[config.mk]
export PLATFORM = sky130hd
export DESIGN_NAME = rsie_queue
export DESIGN_NICKNAME = d
export VERILOG_FILES = /design/src/sv/rsie_pkg.sv /design/src/sv/rsie_queue.sv
export SDC_FILE = /design/constraint.sdc
export NUM_CORES = 1
export LEC_CHECK = 0
export ABC_AREA = 1
export BUFFER_PORTS_ARGS = -buffer_cell sky130_fd_sc_hd__buf_2
export CAP_MARGIN = 20
export CORE_MARGIN = 4
export CORE_UTILIZATION = 47
export DETAILED_ROUTE_END_ITERATION = 10
export GPL_TIMING_DRIVEN = 0
export PLACE_DENSITY = 0.76
export SYNTH_ARGS = -nofsm -noshare
export SYNTH_HDL_FRONTEND = slang
export SYNTH_SLANG_ARGS = --single-unit
[constraint.sdc]
create_clock -name clk -period 4.1 [get_ports clk]
set_input_delay 0.82 -clock clk [delete_from_list [all_inputs] [get_ports clk]]
set_output_delay 0.82 -clock clk [all_outputs]
set_load 0.05 [all_outputs]
[src/sv/rsie_pkg.sv]
// shared types, constants and instruction codes for the rv32i subset executor
// no dependencies; every other file except rsie_ram imports this package
`default_nettype none

package rsie_pkg;

	localparam int DATA_WORDS    = 1024;
	localparam int PROGRAM_SLOTS = 1024;
	localparam int DW_AW         = $clog2(DATA_WORDS);
	localparam int RF_DEPTH      = 32;

	localparam logic signed [31:0] DATA_BASE = 32'sd268500992;
	// first byte address past the data memory
	localparam logic signed [32:0] DATA_END  = 33'(268500992 + 4 * DATA_WORDS);
	localparam logic signed [31:0] PC_LIMIT  = 32'(PROGRAM_SLOTS);

	localparam logic [4:0] ACT_ADD  = 5'd0;
	localparam logic [4:0] ACT_SLT  = 5'd1;
	localparam logic [4:0] ACT_AND  = 5'd2;
	localparam logic [4:0] ACT_OR   = 5'd3;
	localparam logic [4:0] ACT_XOR  = 5'd4;
	localparam logic [4:0] ACT_SLL  = 5'd5;
	localparam logic [4:0] ACT_SRL  = 5'd6;
	localparam logic [4:0] ACT_SUB  = 5'd7;
	localparam logic [4:0] ACT_ADDI = 5'd8;
	localparam logic [4:0] ACT_SLTI = 5'd9;
	localparam logic [4:0] ACT_ANDI = 5'd10;
	localparam logic [4:0] ACT_ORI  = 5'd11;
	localparam logic [4:0] ACT_XORI = 5'd12;
	localparam logic [4:0] ACT_JALR = 5'd13;
	localparam logic [4:0] ACT_BEQ  = 5'd14;
	localparam logic [4:0] ACT_BNE  = 5'd15;
	localparam logic [4:0] ACT_BLT  = 5'd16;
	localparam logic [4:0] ACT_BGE  = 5'd17;
	localparam logic [4:0] ACT_BLE  = 5'd18;
	localparam logic [4:0] ACT_J    = 5'd19;
	localparam logic [4:0] ACT_JAL  = 5'd20;
	localparam logic [4:0] ACT_LI   = 5'd21;
	localparam logic [4:0] ACT_LW   = 5'd22;
	localparam logic [4:0] ACT_SW   = 5'd23;
	localparam logic [4:0] ACT_EXIT = 5'd24;

	localparam logic [1:0] FLT_NONE  = 2'd0;
	localparam logic [1:0] FLT_LABEL = 2'd1;
	localparam logic [1:0] FLT_LOW   = 2'd2;
	localparam logic [1:0] FLT_HIGH  = 2'd3;

	typedef struct packed {
		logic [4:0]         action;
		logic [4:0]         dest_reg;
		logic [4:0]         src_reg_a;
		logic [4:0]         src_reg_b;
		logic signed [31:0] immediate;
		logic [9:0]         target_index;
		logic               target_known;
		logic               label_given;
	} in_item_t;

	typedef struct packed {
		logic signed [31:0] next_pc;
		logic               reg_written;
		logic [4:0]         written_reg;
		logic signed [31:0] written_value;
		logic [1:0]         fault;
		logic               halted;
	} out_item_t;

	typedef struct packed {
		logic use_imm;
		logic writes;
		logic is_branch;
		logic is_jal;
		logic is_jalr;
		logic is_lw;
		logic is_sw;
		logic is_exit;
	} cls_t;

	typedef struct packed {
		in_item_t item;
		cls_t     cls;
	} dec_t;

endpackage

`default_nettype wire

[src/sv/rsie_queue.sv]
// two-entry queue between front end and execution back end
// depends on rsie_pkg
`default_nettype none

module rsie_queue import rsie_pkg::*; (
	input  wire logic clk,
	input  wire logic arst_n,
	input  wire logic push,
	input  wire dec_t push_data,
	output      logic push_ready,
	output      logic head_valid,
	output      dec_t head,
	input  wire logic pop
);

	dec_t       ent_q [2];
	logic       wr_ptr_q;
	logic       rd_ptr_q;
	logic [1:0] cnt_q;
	logic       do_push;
	logic       do_pop;

	assign push_ready = cnt_q != 2'd2;
	assign head_valid = cnt_q != 2'd0;
	assign head       = ent_q[rd_ptr_q];
	assign do_push    = push && push_ready;
	assign do_pop     = pop && head_valid;

	always_ff @(posedge clk or negedge arst_n) begin
		if (!arst_n) begin
			wr_ptr_q <= 1'b0;
			rd_ptr_q <= 1'b0;
			cnt_q    <= 2'd0;
		end else begin
			if (do_push) begin
				wr_ptr_q <= !wr_ptr_q;
			end
			if (do_pop) begin
				rd_ptr_q <= !rd_ptr_q;
			end
			if (do_push && !do_pop) begin
				cnt_q <= cnt_q + 2'd1;
			end else if (do_pop && !do_push) begin
				cnt_q <= cnt_q - 2'd1;
			end
		end
	end

	always_ff @(posedge clk) begin
		if (do_push) begin
			ent_q[wr_ptr_q] <= push_data;
		end
	end

endmodule

`default_nettype wire

==> run_results.csv <==
group,metric,value,unit
detailed_routing,dr.pass1.iters,5,
worst_setup_path,crit_path_start_kind,"flip-flop",
timing,fmax,0.389,GHz
yosys,syn_inst,404,
worst_setup_path,criticalPathCategory,"reg2out",
clock_network,clk_pin_slew,60,ps
clock_network,clock-sinks,148,
clock_network,cts-root-buf,"clkbuf_16",
detailed_routing,drcViolationCount,0,
detailed_routing,wl_per_cell,15.1,um
yosys,synth.top_cell.area_share,78.9,%
die,start_util,48.0,%
worst_setup_path,arrival,1750,ps
timing,max_slew_margin,49.2,%
timing,hold_violations,0,
job,cap_violations,0,
timing,tightest_slew,760,ps
cells_and_area,multi_input_area,920,sq um
yosys,yosys_warnings,0,
clock_network,cts_hold_buf,0,
cells_and_area,area_delta_synth_final,30.2,%
die,dieArea,0.0135,sq mm
global_route,grt_max_degree,33,
cells_and_area,drive_gt1_share,33.6,%
outcome,outcome,"complete, no violations",
clock_network,cts_made_buffers,17,
worst_setup_path,cp.required,3280,ps
global_route,grt_pass1_wl,16.7,mm
place,dp_cells,700,
die,core_area,0.0114,sq mm
worst_setup_path,cp-end-kind,"primary output",
yosys,ys_ff_latch,148,
cells_and_area,fin_nets,653,
clock_network,cts_resized,0,
place,gp_congestion,0.720,
global_route,overflow,0,
detailed_routing,ant_nets,0,
die,die_h,116,um
timing,setup_violations,0,
cells_and_area,fin_cells,732,
detailed_routing,via_count,3457,
worst_setup_path,startpoint,"rd_ptr_q",
timing,min_period,2570,ps
timing,rsz0062_at_grt,"no",
die,io_pins,150,
clock_network,clk_latency,410,ps
global_route,grt_pass1_vias,3437,
detailed_routing,drt_iter0_markers,167,
yosys,synth_area_leaders,"edfxtp_1 79%, nand2_1 15%, dfrtp_1 1.8%, buf_6 1.6%, buf_2 0.55%",
worst_setup_path,regToRegStartpoint,"cnt_q[0]",
worst_setup_path,path_max_fanout,10,
worst_setup_path,reg2regPathDepth,5,
yosys,synth_nets,481,
timing,skew,8.91,ps
detailed_routing,wirelength,11.1,mm
worst_setup_path,r2r_end,"ent_q[0][8]",
die,core.rowCount,39,
worst_setup_path,r2r_slack,2170,ps
clock_network,cts_tree,"done",
die,die_w,116,um
clock_network,post_cts_buffers,0,
clock_network,cts_max_level,4,
timing,fin_crit_sh,62.7,%
timing,tns,0,ps
cells_and_area,final_common_cell,"nand2_1",
cells_and_area,layout_common_cells,"225 x nand2_1, 155 x buf_2, 144 x edfxtp_1",
cells_and_area,antennaDiodeCount,0,
clock_network,clock_path_buffers,2,
timing,finalMaxSlewViolations,0,
cells_and_area,layout.area.seq,0.00442,sq mm
global_route,grt_usage,16.8,%
place,io_buffers,149,
yosys,synth.avg_cell_area,13.6,sq um
yosys,yosysSeqAreaShare,80.7,%
cells_and_area,fill_cells,890,
worst_hold_path,hold_path.class,"in2async",
detailed_routing,avgViaCountPerCell,4.72,
yosys,syn_area,0.00548,sq mm
yosys,synth_top_area_cell,"edfxtp_1",
worst_setup_path,worstSetupEndpoint,"head[6]",
place,hpwl,7.73,mm
global_route,grt_antenna_before_repair,1,
yosys,ys_types,15,
## area by class of cell
cell class	instances	share of cell area, %
multi-input combinational	234	12.9
buffer	15	1.79
sequential	148	62.0
timing repair buffer	153	11.8
clock inverter	8	2.09
inverter	7	0.368
clock buffer	24	6.61
tap	143	2.51
## per-stage QoR
stage	util [%]	hold slack (ps)	setup slack [ps]	instance area [sq um]
floorplan	-	462	-374	5480
global placement	56.1	477	-2060	6410
detailed placement	57.1	492	1800	6520
CTS	62.5	196	1490	7140
global route	62.5	193	1390	7140
finish	62.5	210	1530	7140
## sequential cells by signal (all words and copies together) (netlist names)
register  count
wr_ptr_q      1
rd_ptr_q      1
ent_q       144
cnt_q         2
## critical path, cell delays in order (launching register included)
cell and delay (ps):
dfrtp_1 400, inv_2 210, buf_2 300, nand2_1 80, nand2_1 90, buf_2 270
## worst min-delay path by stage
| stage | depth (start not counted) | startpoint | slack [ps] | to |
|---|---|---|---|---|
| 2_1_floorplan | 2 | cnt_q[1] | 460 | cnt_q[1] |
| 3_3_place_gp | 2 | cnt_q[1] | 480 | cnt_q[1] |
| 3_5_place_dp | 2 | cnt_q[1] | 490 | cnt_q[1] |
| 4_1_cts | 1 | arst_n | 200 | wr_ptr_q |
| 5_1_grt | 1 | arst_n | 190 | wr_ptr_q |
| 6_report | 1 | arst_n | 210 | cnt_q[1] |
## kinds of logic after synthesis
kind of cell	Yosys count	synth area share (%)
adders and majority gates	1	0.228
buffers and inverters	22	2.81
and+or+nand+nor	231	16.0
xor gates and xnor gates	2	0.320
DFF	148	80.7
## routing by layer
layer	wire, um	share of wire, %	GRT usage [%]
met2	5690	51	28.5
met5	8	0.072	0
met3	745	6.7	5.85
met4	147	1.3	5.96
met1	4490	40	20.1
## Yosys cell counts
cell type and instances:
buf_4 1, inv_1 6, buf_2 6, edfxtp_1 144, nand3_1 2, xor2_1 1, nand2_2 1, ha_1 1
buf_6 8, nor2_1 2, nand4_1 1, nand2_1 225, xnor2_1 1, inv_2 1, dfrtp_1 4
Power is not shown: default switching activity piles up to over one toggle a cycle in this logic, so the estimate is an artifact.
