$ cat src/sv/rsie_pkg.sv
// shared types, constants and instruction codes for the rv32i subset executor
// no dependencies; every other file except rsie_ram imports this package
`default_nettype none

package rsie_pkg;

	localparam int DATA_WORDS    = 1024;
	localparam int PROGRAM_SLOTS = 1024;
	localparam int DW_AW         = $clog2(DATA_WORDS);
	localparam int RF_DEPTH      = 32;

	localparam logic signed [31:0] DATA_BASE = 32'sd268500992;
	// first byte address past the data memory
	localparam logic signed [32:0] DATA_END  = 33'(268500992 + 4 * DATA_WORDS);
	localparam logic signed [31:0] PC_LIMIT  = 32'(PROGRAM_SLOTS);

	localparam logic [4:0] ACT_ADD  = 5'd0;
	localparam logic [4:0] ACT_SLT  = 5'd1;
	localparam logic [4:0] ACT_AND  = 5'd2;
	localparam logic [4:0] ACT_OR   = 5'd3;
	localparam logic [4:0] ACT_XOR  = 5'd4;
	localparam logic [4:0] ACT_SLL  = 5'd5;
	localparam logic [4:0] ACT_SRL  = 5'd6;
	localparam logic [4:0] ACT_SUB  = 5'd7;
	localparam logic [4:0] ACT_ADDI = 5'd8;
	localparam logic [4:0] ACT_SLTI = 5'd9;
	localparam logic [4:0] ACT_ANDI = 5'd10;
	localparam logic [4:0] ACT_ORI  = 5'd11;
	localparam logic [4:0] ACT_XORI = 5'd12;
	localparam logic [4:0] ACT_JALR = 5'd13;
	localparam logic [4:0] ACT_BEQ  = 5'd14;
	localparam logic [4:0] ACT_BNE  = 5'd15;
	localparam logic [4:0] ACT_BLT  = 5'd16;
	localparam logic [4:0] ACT_BGE  = 5'd17;
	localparam logic [4:0] ACT_BLE  = 5'd18;
	localparam logic [4:0] ACT_J    = 5'd19;
	localparam logic [4:0] ACT_JAL  = 5'd20;
	localparam logic [4:0] ACT_LI   = 5'd21;
	localparam logic [4:0] ACT_LW   = 5'd22;
	localparam logic [4:0] ACT_SW   = 5'd23;
	localparam logic [4:0] ACT_EXIT = 5'd24;

	localparam logic [1:0] FLT_NONE  = 2'd0;
	localparam logic [1:0] FLT_LABEL = 2'd1;
	localparam logic [1:0] FLT_LOW   = 2'd2;
	localparam logic [1:0] FLT_HIGH  = 2'd3;

	typedef struct packed {
		logic [4:0]         action;
		logic [4:0]         dest_reg;
		logic [4:0]         src_reg_a;
		logic [4:0]         src_reg_b;
		logic signed [31:0] immediate;
		logic [9:0]         target_index;
		logic               target_known;
		logic               label_given;
	} in_item_t;

	typedef struct packed {
		logic signed [31:0] next_pc;
		logic               reg_written;
		logic [4:0]         written_reg;
		logic signed [31:0] written_value;
		logic [1:0]         fault;
		logic               halted;
	} out_item_t;

	typedef struct packed {
		logic use_imm;
		logic writes;
		logic is_branch;
		logic is_jal;
		logic is_jalr;
		logic is_lw;
		logic is_sw;
		logic is_exit;
	} cls_t;

	typedef struct packed {
		in_item_t item;
		cls_t     cls;
	} dec_t;

endpackage

`default_nettype wire

$ cat src/sv/rsie_if.sv
// valid/ready channel interfaces for instructions and results
// depends on rsie_pkg
`default_nettype none

interface rsie_in_if import rsie_pkg::*; ();
	logic     valid;
	logic     ready;
	in_item_t data;
	modport source (output valid, output data, input ready);
	modport sink (input valid, input data, output ready);
endinterface


`default_nettype wire

$ cat src/sv/rsie_front.sv
// front end: takes instructions and classifies them by opcode
// depends on rsie_pkg and rsie_if
`default_nettype none

module rsie_front import rsie_pkg::*; (
	input  wire logic  clk,
	input  wire logic  arst_n,
	rsie_in_if.sink    inst,
	output      logic  push,
	output      dec_t  push_data,
	input  wire logic  push_ready
);

	logic f_valid_q;
	dec_t f_q;
	cls_t cls;

	assign inst.ready = !f_valid_q || push_ready;
	assign push       = f_valid_q;
	assign push_data  = f_q;

	always_comb begin
		cls = '0;
		case (inst.data.action)
			ACT_ADD, ACT_SLT, ACT_AND, ACT_OR, ACT_XOR, ACT_SLL, ACT_SRL, ACT_SUB: begin
				cls.writes = 1'b1;
			end
			ACT_ADDI, ACT_SLTI, ACT_ANDI, ACT_ORI, ACT_XORI, ACT_LI: begin
				cls.writes  = 1'b1;
				cls.use_imm = 1'b1;
			end
			ACT_JALR: begin
				cls.writes  = 1'b1;
				cls.use_imm = 1'b1;
				cls.is_jalr = 1'b1;
			end
			ACT_BEQ, ACT_BNE, ACT_BLT, ACT_BGE, ACT_BLE, ACT_J: begin
				cls.is_branch = 1'b1;
			end
			ACT_JAL: begin
				cls.writes = 1'b1;
				cls.is_jal = 1'b1;
			end
			ACT_LW: begin
				cls.writes  = 1'b1;
				cls.use_imm = 1'b1;
				cls.is_lw   = 1'b1;
			end
			ACT_SW: begin
				cls.is_sw = 1'b1;
			end
			ACT_EXIT: begin
				cls.is_exit = 1'b1;
			end
			default: begin
				cls = '0;
			end
		endcase
	end

	always_ff @(posedge clk or negedge arst_n) begin
		if (!arst_n) begin
			f_valid_q <= 1'b0;
		end else if (inst.ready) begin
			f_valid_q <= inst.valid;
		end
	end

	always_ff @(posedge clk) begin
		if (inst.ready && inst.valid) begin
			f_q.item <= inst.data;
			f_q.cls  <= cls;
		end
	end

endmodule

`default_nettype wire

$ cat src/flat_wrapper.sv
// flat-port wrapper written by rule: the top's interface ports become plain ports
module rsie_front_flat import rsie_pkg::*;
  (clk, arst_n, push, push_data, push_ready, inst_valid, inst_data, inst_ready);
  rsie_in_if inst_i ();
  input  wire logic clk;
  input  wire logic arst_n;
  output      logic push;
  output      dec_t push_data;
  input  wire logic push_ready;
  input wire logic [$bits(inst_i.valid)-1:0] inst_valid;
  input wire logic [$bits(inst_i.data)-1:0] inst_data;
  output wire logic [$bits(inst_i.ready)-1:0] inst_ready;
  assign inst_i.valid = inst_valid;
  assign inst_i.data = inst_data;
  assign inst_ready = inst_i.ready;
  rsie_front u_core (.clk(clk), .arst_n(arst_n), .inst(inst_i), .push(push), .push_data(push_data), .push_ready(push_ready));
endmodule
$ cat config.mk
export PLATFORM = sky130hd
export DESIGN_NAME = rsie_front_flat
export DESIGN_NICKNAME = d
export VERILOG_FILES = /design/src/sv/rsie_pkg.sv /design/src/sv/rsie_if.sv /design/src/sv/rsie_front.sv /design/src/flat_wrapper.sv
export SDC_FILE = /design/constraint.sdc
export NUM_CORES = 1
export LEC_CHECK = 0
export BUFFER_PORTS_ARGS = -buffer_cell sky130_fd_sc_hd__buf_4
export CAP_MARGIN = 30
export CORE_MARGIN = 2
export CORE_UTILIZATION = 42
export DETAILED_ROUTE_END_ITERATION = 12
export MAX_ROUTING_LAYER = met4
export PLACE_DENSITY = 0.86
export RECOVER_POWER = 100
export REMOVE_ABC_BUFFERS = 1
export SLEW_MARGIN = 30
export SYNTH_ARGS = -nofsm -noshare
export SYNTH_HDL_FRONTEND = slang
export SYNTH_SLANG_ARGS = --single-unit
$ cat constraint.sdc
create_clock -name clk -period 3.2 [get_ports clk]
set_clock_uncertainty 0.05 [all_clocks]
set_input_delay 0.64 -clock clk [delete_from_list [all_inputs] [get_ports clk]]
set_output_delay 0.64 -clock clk [all_outputs]
set_load 0.03 [all_outputs]
==> impl_metrics.ini, run 1 <==
[global_routing]
grt_pass1_wl_um = 8050
grt_antenna_before_repair = 0
via_count_of_the_first_global_routing_pass = 1494
grt_use_total_pct = 18.8
pin_count_of_the_biggest_net_entering_global_routing = 51
globalRoute.totalOverflow = 0

[die]
die-area_um2 = 6280
floorplan.io_pins = 142
placeableCoreArea_um2 = 5470
initial_core_util_pct = 43.5
row_count = 27
die_width_um = 79.3
die_h_um = 79.3

[sta]
setup_repair_after_global_routing_missed_its_margin = false
finish_stage_setup_viols = 0
slew_headroom_pct = 63.4
hold_viol_final = 0
fin_tns_setup_ns = 0
final_min_period_over_clock_period_pct = 58.6
post-route-min-period_ns = 1.87
max_slew.worst_pin.slew_ns = 0.549
fmax_mhz = 533
slew_viol_final = 0

[clock_network]
clk_root_buffer_cell = sky130_fd_sc_hd__clkbuf_8
clock_latency_ns = 0.32
cts-buffers-inserted = 9
ctsLongestPathBuffers = 2
cts_tree = yes
cts_setup_buffers = 0
clk_pin_slew_ns = 0.07
ctsHoldBuffers = 0
clkSinkCount = 73
cts_max_level = 3
cts.repair.resized = 0

[yosys]
synth.cell_area_um2 = 2380
ys.warnings.count = 0
synth_top_cell_by_area = sky130_fd_sc_hd__edfxtp_1
synth.lib_cells_used.distinct = 23
synthCells = 98
synth_seq_cells = 73
synth.most_common_cell = sky130_fd_sc_hd__edfxtp_1
synth_commonest_cells = 72 x sky130_fd_sc_hd__edfxtp_1, 3 x sky130_fd_sc_hd__nand2b_1, 2 x sky130_fd_sc_hd__nor3_1, 2 x sky130_fd_sc_hd__nor4b_2
synthFlopType = sky130_fd_sc_hd__edfxtp_1
asyncSetResetFlopFracSynth_pct = 1.37
synth_enable_flop_cells = 72
netlist_top_cells_area = sky130_fd_sc_hd__edfxtp_1 91%, sky130_fd_sc_hd__nor4b_2 1.3%, sky130_fd_sc_hd__dfrtp_1 1.1%
syn_area_per_cell_um2 = 24.3
synth_top_cell_area_share_pct = 90.9
synth_sequential_area_ratio_pct = 92.0

[power]
leakage_nw = 1.22
total_power_mw = 1.95
cell_pwr_density_nw_per_um2 = 580
vdd.ir_drop.worst_mv = 0.265

[worst_setup_path]
reg2reg_from = u_core.push$_DFFE_PN0N_
worst-setup-path-type = input pin to primary output
cp.arrival_ns = 1.18
worst-path-max-fanout = 3
required_ns = 2.51
crit_path_start_kind = input pin
worst_setup_path_startpoint = push_ready
end_kind = primary output

[final_layout]
num-nets-final = 316
num_antenna_cells = 0
final_layout_size_suffix_gt1_share_pct = 31.6
area_growth_from_synthesis_to_layout_pct = 41.7

[outcome]
status = finished, final reports clean

[detailed_routing]
detail_route.wl_per_cell_um = 17.8
finalWirelength_um = 5800
drt_first_pass_iters = 4
vias_per_cell = 4.50
detailroute.via_count = 1464
remaining_routing_drc_violations = 0
ant_nets_after_route = 0
detail_route.iter0.violations = 177

[placed_design]
input_output_buffers = 141
final_replace_weighted_congestion = 0.748

[flow_run]
drv.max_cap_violation_count = 0

[hold_path]
min_path_type = input pin to async pin
registers in the layout, indices dropped and copies added, names as in the netlist:
name and count:
u_core.push 1, u_core.push_data 72
power breakdown:
group	leakage [nW]	internal (mW)	switching, mW
registers	0.700	1.11	0.0145
logic	0.438	0.0740	0.170
clock network	0.0835	0.276	0.307
total	1.22	1.46	0.491
path summary, 6_finish.rpt:
kind	to	slack (ns)	cells past startpoint
setup reg to reg	u_core.push_data[46]$_DFFE_PP_	1.47	3
hold / removal	u_core.push$_DFFE_PN0N_	0.05	1
setup / recovery	inst_ready	1.33	3
min in group clk	u_core.push_data[62]$_DFFE_PP_	0.46	1
hold reg to reg	u_core.push$_DFFE_PN0N_	0.50	2
max in group asynchronous	u_core.push$_DFFE_PN0N_	2.97	1
layer usage:
metal	track usage, %	up-vias	wire, um
li1	-	686	-
met2	31.0	88	2970
met5	-	-	0
met4	8.45	0	93
met3	7.84	8	586
met1	19.9	682	2140
area by class of cell:
| type | instances | area [um^2] |
|---|---|---|
| inverters | 1 | 3.75 |
| repair buffers | 142 | 782 |
| clock buffers | 10 | 128 |
| clock inverters | 6 | 35.0 |
| well taps | 72 | 90.1 |
| flip-flops and latches | 73 | 2190 |
| multi-input cells | 21 | 145 |
| fillers | 472 | 2100 |
cells by family after synthesis:
logic type / after synthesis / synth area share [%]
AOI/OAI and AO/OA: 5 / 1.74
xor gates and xnor gates: 1 / 0.368
buffers and inverters: 4 / 1.16
DFF: 73 / 92.0
and+or+nand+nor: 15 / 4.79
placed cells by master (no fill, tap or decap):
master                       count
sky130_fd_sc_hd__nor3_1          2
sky130_fd_sc_hd__nand2b_2        1
sky130_fd_sc_hd__clkinv_1        1
sky130_fd_sc_hd__clkinv_4        1
sky130_fd_sc_hd__a21bo_1         1
sky130_fd_sc_hd__buf_12          1
sky130_fd_sc_hd__xnor2_1         1
sky130_fd_sc_hd__clkbuf_8        9
sky130_fd_sc_hd__nand3b_1        1
sky130_fd_sc_hd__inv_1           1
sky130_fd_sc_hd__nand2_2         1
sky130_fd_sc_hd__a22o_1          1
sky130_fd_sc_hd__nand2b_1        4
sky130_fd_sc_hd__nor2_1          1
sky130_fd_sc_hd__o32ai_1         1
sky130_fd_sc_hd__nand3_1         1
sky130_fd_sc_hd__edfxtp_1       72
sky130_fd_sc_hd__clkbuf_1       80
sky130_fd_sc_hd__and2_2          1
sky130_fd_sc_hd__buf_4           1
sky130_fd_sc_hd__nand2_1         1
sky130_fd_sc_hd__nor4b_1         2
sky130_fd_sc_hd__dfrtp_1         1
sky130_fd_sc_hd__a22oi_1         1
sky130_fd_sc_hd__o22ai_1         1
sky130_fd_sc_hd__clkinvlp_4      1
sky130_fd_sc_hd__clkinv_2        3
sky130_fd_sc_hd__clkbuf_4       61
critical path, cell delays in order:
cell and delay (ns):
sky130_fd_sc_hd__clkbuf_4 0.09, sky130_fd_sc_hd__nand2b_1 0.12, sky130_fd_sc_hd__clkbuf_1 0.33
per-stage QoR:
stage / utilization (%) / hold WS, ns / std cells / setup WS (ns) / instance area (um^2)
after global routing: 61.6 / 0.0252 / 325 / 1.30 / 3370
after detailed placement: 64.4 / 0.370 / 309 / 1.09 / 3520
final: 61.6 / 0.0467 / 325 / 1.33 / 3370
after CTS: 67.4 / 0.00702 / 325 / 1.43 / 3690
after global placement: 64.4 / 0.367 / 309 / 1.14 / 3520
after floorplan: - / 0.294 / 95 / 0.00319 / 2350
(Power assumes the default switching activity.)
==> run 2, diff against run 1 <==
Clock period 3.2 ns to 1.9 ns, I/O delays scaled along.
==> run 2 against run 1 <==
- final cell count grew 0.31%
- die area is the same
- power grew 67%
- critical endpoint is now u_core.push_data[10]$_DFFE_PP_
- largest power group unchanged
- non-clock buffer count up 1
- sequential cell count unchanged
==> impl_metrics.ini, run 2 (synthesis results as in run 1) <==
[outcome]
status = finished, final reports clean

[detailed_routing]
vias_per_cell = 4.69
drt_first_pass_iters = 4
ant_nets_after_route = 0
finalWirelength_um = 5590
detail_route.iter0.violations = 72
detail_route.wl_per_cell_um = 17.1
remaining_routing_drc_violations = 0
detailroute.via_count = 1528

[hold_path]
min_path_type = input pin to register
hold_path.startpoint = inst_data[1]

[power]
vdd.ir_drop.worst_mv = 0.424
cell_pwr_density_nw_per_um2 = 971
leakage_nw = 1.22
total_power_mw = 3.26

[die]
placeableCoreArea_um2 = 5470
floorplan.io_pins = 142
initial_core_util_pct = 43.5
die-area_um2 = 6280
die_h_um = 79.3
die_width_um = 79.3
row_count = 27

[clock_network]
clock_latency_ns = 0.33
clk_root_buffer_cell = sky130_fd_sc_hd__clkbuf_8
ctsLongestPathBuffers = 2
cts_tree = yes
cts-buffers-inserted = 9
cts.repair.resized = 0
cts_max_level = 3
clk_pin_slew_ns = 0.07
clkSinkCount = 73

[worst_setup_path]
required_ns = 1.81
worst_setup_path_startpoint = u_core.push$_DFFE_PN0N_
worst-setup-path-type = register to register
cp.arrival_ns = 1.53
end_kind = register
worst-path-max-fanout = 72
reg2reg_from = u_core.push$_DFFE_PN0N_
crit_path_start_kind = register

[placed_design]
final_replace_weighted_congestion = 0.746
dpl-instance-area_um2 = 3520
input_output_buffers = 141
post-place-ws_ns = 0.398
hpwlAfterDp_um = 4180

[final_layout]
final.fill_count = 485
final_layout_size_suffix_gt1_share_pct = 29.9
multi_input_area_um2 = 145
combined_flip_flop_and_latch_cell_area_um2 = 2190
largest_reg_flops = 72
final_util_pct = 61.4
layout.cells.most_common_list = 85 x sky130_fd_sc_hd__clkbuf_1, 72 x sky130_fd_sc_hd__edfxtp_1, 60 x sky130_fd_sc_hd__clkbuf_4
num_antenna_cells = 0
area_growth_from_synthesis_to_layout_pct = 41.3
num-nets-final = 317
final_cell_area_um2 = 3360
most_common_library_cell_in_the_layout_ignoring_fill_and_taps = sky130_fd_sc_hd__clkbuf_1

[global_routing]
grt_pass1_wl_um = 7870
grt_use_total_pct = 18.5
pin_count_of_the_biggest_net_entering_global_routing = 73
via_count_of_the_first_global_routing_pass = 1450
globalRoute.totalOverflow = 0
grt_antenna_before_repair = 0

[sta]
max_slew.worst_pin.slew_ns = 0.611
slew_viol_final = 0
fmax_mhz = 615
postLayoutSetupSlackWorst_ns = 0.275
post-route-min-period_ns = 1.63
fin_hold_ws_ns = 0.195
hold_viol_final = 0
slew_headroom_pct = 59.3
finish_stage_setup_viols = 0
final_min_period_over_clock_period_pct = 85.5
setup_repair_after_global_routing_missed_its_margin = false

[flow_run]
drv.max_cap_violation_count = 0
[run 2: per-stage QoR]
stage	TNS, ns	instances
2_1_floorplan	-82.99	95
5_1_grt	0	326
6_report	0	326
4_1_cts	0	326
3_3_place_gp	0	309
3_5_place_dp	0	309
[run 2: report_power, final]
group	internal [mW]	total [mW]	switching, mW	leakage, nW
registers	1.88	1.90	0.0233	0.700
logic	0.123	0.407	0.284	0.440
clock network	0.475	0.956	0.481	0.0757
total	2.48	3.26	0.788	1.22
[run 2: final timing paths]
path	cells after the start	to	slack (ns)
worst max-delay path	3	u_core.push_data[10]$_DFFE_PP_	0.27
worst min-delay path	1	u_core.push_data[9]$_DFFE_PP_	0.20
worst max register to register	3	u_core.push_data[10]$_DFFE_PP_	0.27
worst min register to register	2	u_core.push$_DFFE_PN0N_	0.57
max in group asynchronous	2	u_core.push$_DFFE_PN0N_	1.36
min in group asynchronous	2	u_core.push$_DFFE_PN0N_	0.36
[run 2: layer usage]
metal  vias to the layer above  global-route usage (%)  wire [um]
met5                         -                       -          0
met2                        92                    30.4       2910
met3                        10                    7.39        559
met4                         0                    8.45         87
met1                       740                    19.8       2030
li1                        686                       -          -
[run 2: critical path: stages, from the launching register on]
cell and delay (ns):
sky130_fd_sc_hd__dfrtp_1 0.40, sky130_fd_sc_hd__nand2b_1 0.12, sky130_fd_sc_hd__and2_2 0.17, sky130_fd_sc_hd__buf_6 0.48
[run 2: final cells by class]
| class | count | area share (%) |
|---|---|---|
| Clock inverter | 1 | 0.149 |
| Clock buffer | 15 | 4.36 |
| Multi-Input combinational cell | 21 | 4.32 |
| Tap cell | 72 | 2.68 |
| Timing Repair Buffer | 143 | 23.3 |
| Sequential cell | 73 | 65.1 |
| Inverter | 1 | 0.112 |
[run 2: repair_timing]
item                      in CTS  in global routing
hold buffers                   1                  0
hold endpoints to repair       1                  0
setup buffers                  0                  0
==> run 3, diff against run 2 <==
Settings changed: CORE_UTILIZATION 42 to 28, PLACE_DENSITY 0.86 to 0.64.
==> run 3 against run 2 <==
- sequential power about the same
- final cell count is 10% higher
- routed wire length fell by 5.3%
- critical path type is now register to primary output
- largest cell class unchanged
==> impl_metrics.ini, run 3 (synthesis results as in run 1) <==
[power]
leakage_nw = 1.25
cell_pwr_density_nw_per_um2 = 1000
vdd.ir_drop.worst_mv = 0.319
total_power_mw = 3.48

[sta]
finish_stage_setup_viols = 0
hold_viol_final = 0
setup_repair_after_global_routing_missed_its_margin = false
final_min_period_over_clock_period_pct = 82.5
fin_hold_ws_ns = 0.189
max_slew.worst_pin.slew_ns = 0.448
post-route-min-period_ns = 1.57
slew_headroom_pct = 70.1
fmax_mhz = 638
slew_viol_final = 0

[clock_network]
clkSinkCount = 73
clk_pin_slew_ns = 0.08
cts_tree = yes
cts.repair.resized = 0
cts-buffers-inserted = 9
clk_root_buffer_cell = sky130_fd_sc_hd__clkbuf_8
cts_max_level = 3
ctsLongestPathBuffers = 2
clock_latency_ns = 0.33

[worst_setup_path]
cp_slowest_stage_delay_ns = 0.38
worst-path-max-fanout = 3
worst_path_dominant_cell_family = flip-flops
cp.arrival_ns = 1.14
worstPathCellList = nand2b_1 -> clkbuf_1
worst-setup-path-type = register to primary output
required_ns = 1.47
end_kind = primary output
crit_buf_inv = 1
crit_path_start_kind = register
worst_path_max_delay_cell = sky130_fd_sc_hd__dfrtp_1

[detailed_routing]
detail_route.iter0.violations = 46
ant_nets_after_route = 0
detail_route.wl_per_cell_um = 14.7
finalWirelength_um = 5300
vias_per_cell = 4.03
detailroute.via_count = 1450
remaining_routing_drc_violations = 0
drt_first_pass_iters = 4

[placed_design]
final_replace_weighted_congestion = 0.713
placed_cells = 343
input_output_buffers = 141

[die]
die_h_um = 96.2
initial_core_util_pct = 28.9
die_width_um = 96.2
floorplan.io_pins = 142
row_count = 33
placeableCoreArea_um2 = 8220
die-area_um2 = 9250

[global_routing]
grt_pass1_wl_um = 6980
grt_antenna_before_repair = 0
globalRoute.totalOverflow = 0
grt_use_total_pct = 10.9
via_count_of_the_first_global_routing_pass = 1377
pin_count_of_the_biggest_net_entering_global_routing = 44

[final_layout]
final_layout_size_suffix_gt1_share_pct = 31.8
final_util_pct = 42.3
layout.cells.most_common_list = 80 x sky130_fd_sc_hd__clkbuf_1, 72 x sky130_fd_sc_hd__edfxtp_1, 60 x sky130_fd_sc_hd__clkbuf_4
num_antenna_cells = 0
final.fill_count = 810
most_common_library_cell_in_the_layout_ignoring_fill_and_taps = sky130_fd_sc_hd__clkbuf_1
layoutNonFillerInstCount = 360
largest_reg_flops = 72
area_growth_from_synthesis_to_layout_pct = 46.3
num-nets-final = 318

[outcome]
status = finished, final reports clean

[flow_run]
drv.max_cap_violation_count = 0

[hold_path]
min_path_type = input pin to register
-- run 3: cell types whose count changed in the layout (fill, tap and decap cells not counted), sizes merged --
cell / delta
buf: +1
bufinv: +1
clkbuf: -4
clkinv: +2
clkinvlp: +1
-- run 3: path summary, 6_finish.rpt --
kind	startpoint	to	slack (ns)	depth (start not counted)
worst max-delay path	u_core.push$_DFFE_PN0N_	inst_ready	0.33	2
worst min-delay path	inst_data[25]	u_core.push_data[33]$_DFFE_PP_	0.19	1
worst max register to register	u_core.push$_DFFE_PN0N_	u_core.push_data[68]$_DFFE_PP_	0.41	3
worst min register to register	u_core.push$_DFFE_PN0N_	u_core.push$_DFFE_PN0N_	0.49	2
max in group asynchronous	arst_n	u_core.push$_DFFE_PN0N_	1.40	2
min in group asynchronous	arst_n	u_core.push$_DFFE_PN0N_	0.31	2
-- run 3: layout make-up --
| cell class | count | area (um^2) | share of cell area [%] |
|---|---|---|---|
| inverter | 1 | 3.75 | 0.108 |
| tap | 105 | 131 | 3.78 |
| sequential | 73 | 2190 | 62.9 |
| clock buffer | 11 | 141 | 4.06 |
| timing repair buffer | 144 | 812 | 23.3 |
| multi-input combinational | 21 | 148 | 4.24 |
| clock inverter | 5 | 56.3 | 1.62 |
-- run 3: through the flow --
step	setup WS [ns]	TNS (ns)	instance area, um^2
after global placement	0.502	0	3590
after global routing	0.246	0	3480
after CTS	0.447	0	3790
after floorplan	-1.15	-82.99	2350
after detailed placement	0.494	0	3590
final	0.332	0	3480
-- run 3: worst register-to-register path, stage by stage (launching register included) --
cell and delay (ns):
sky130_fd_sc_hd__dfrtp_1 0.38, sky130_fd_sc_hd__nand2b_1 0.11, sky130_fd_sc_hd__and2_0 0.34, sky130_fd_sc_hd__buf_12 0.28
-- run 3: metal layers --
| layer | share of wire [%] | wire (um) | GRT usage, % |
|---|---|---|---|
| met4 | 1.9 | 102 | 5.36 |
| met2 | 46 | 2430 | 17.4 |
| met1 | 38 | 1990 | 12.0 |
| met3 | 15 | 773 | 4.15 |
| met5 | 0 | 0 | - |
-- run 3: what timing repair did --
| action | in CTS | in global routing |
|---|---|---|
| setup buffers | 0 | 0 |
| hold endpoints to repair | 1 | 0 |
| hold buffers | 1 | 0 |
| setup endpoints to repair | 0 | 0 |
-- run 3: power by group --
part / switching (mW) / leakage, nW / internal [mW]
clock network: 0.533 / 0.0993 / 0.640
logic: 0.283 / 0.451 / 0.131
registers: 0.0220 / 0.700 / 1.87
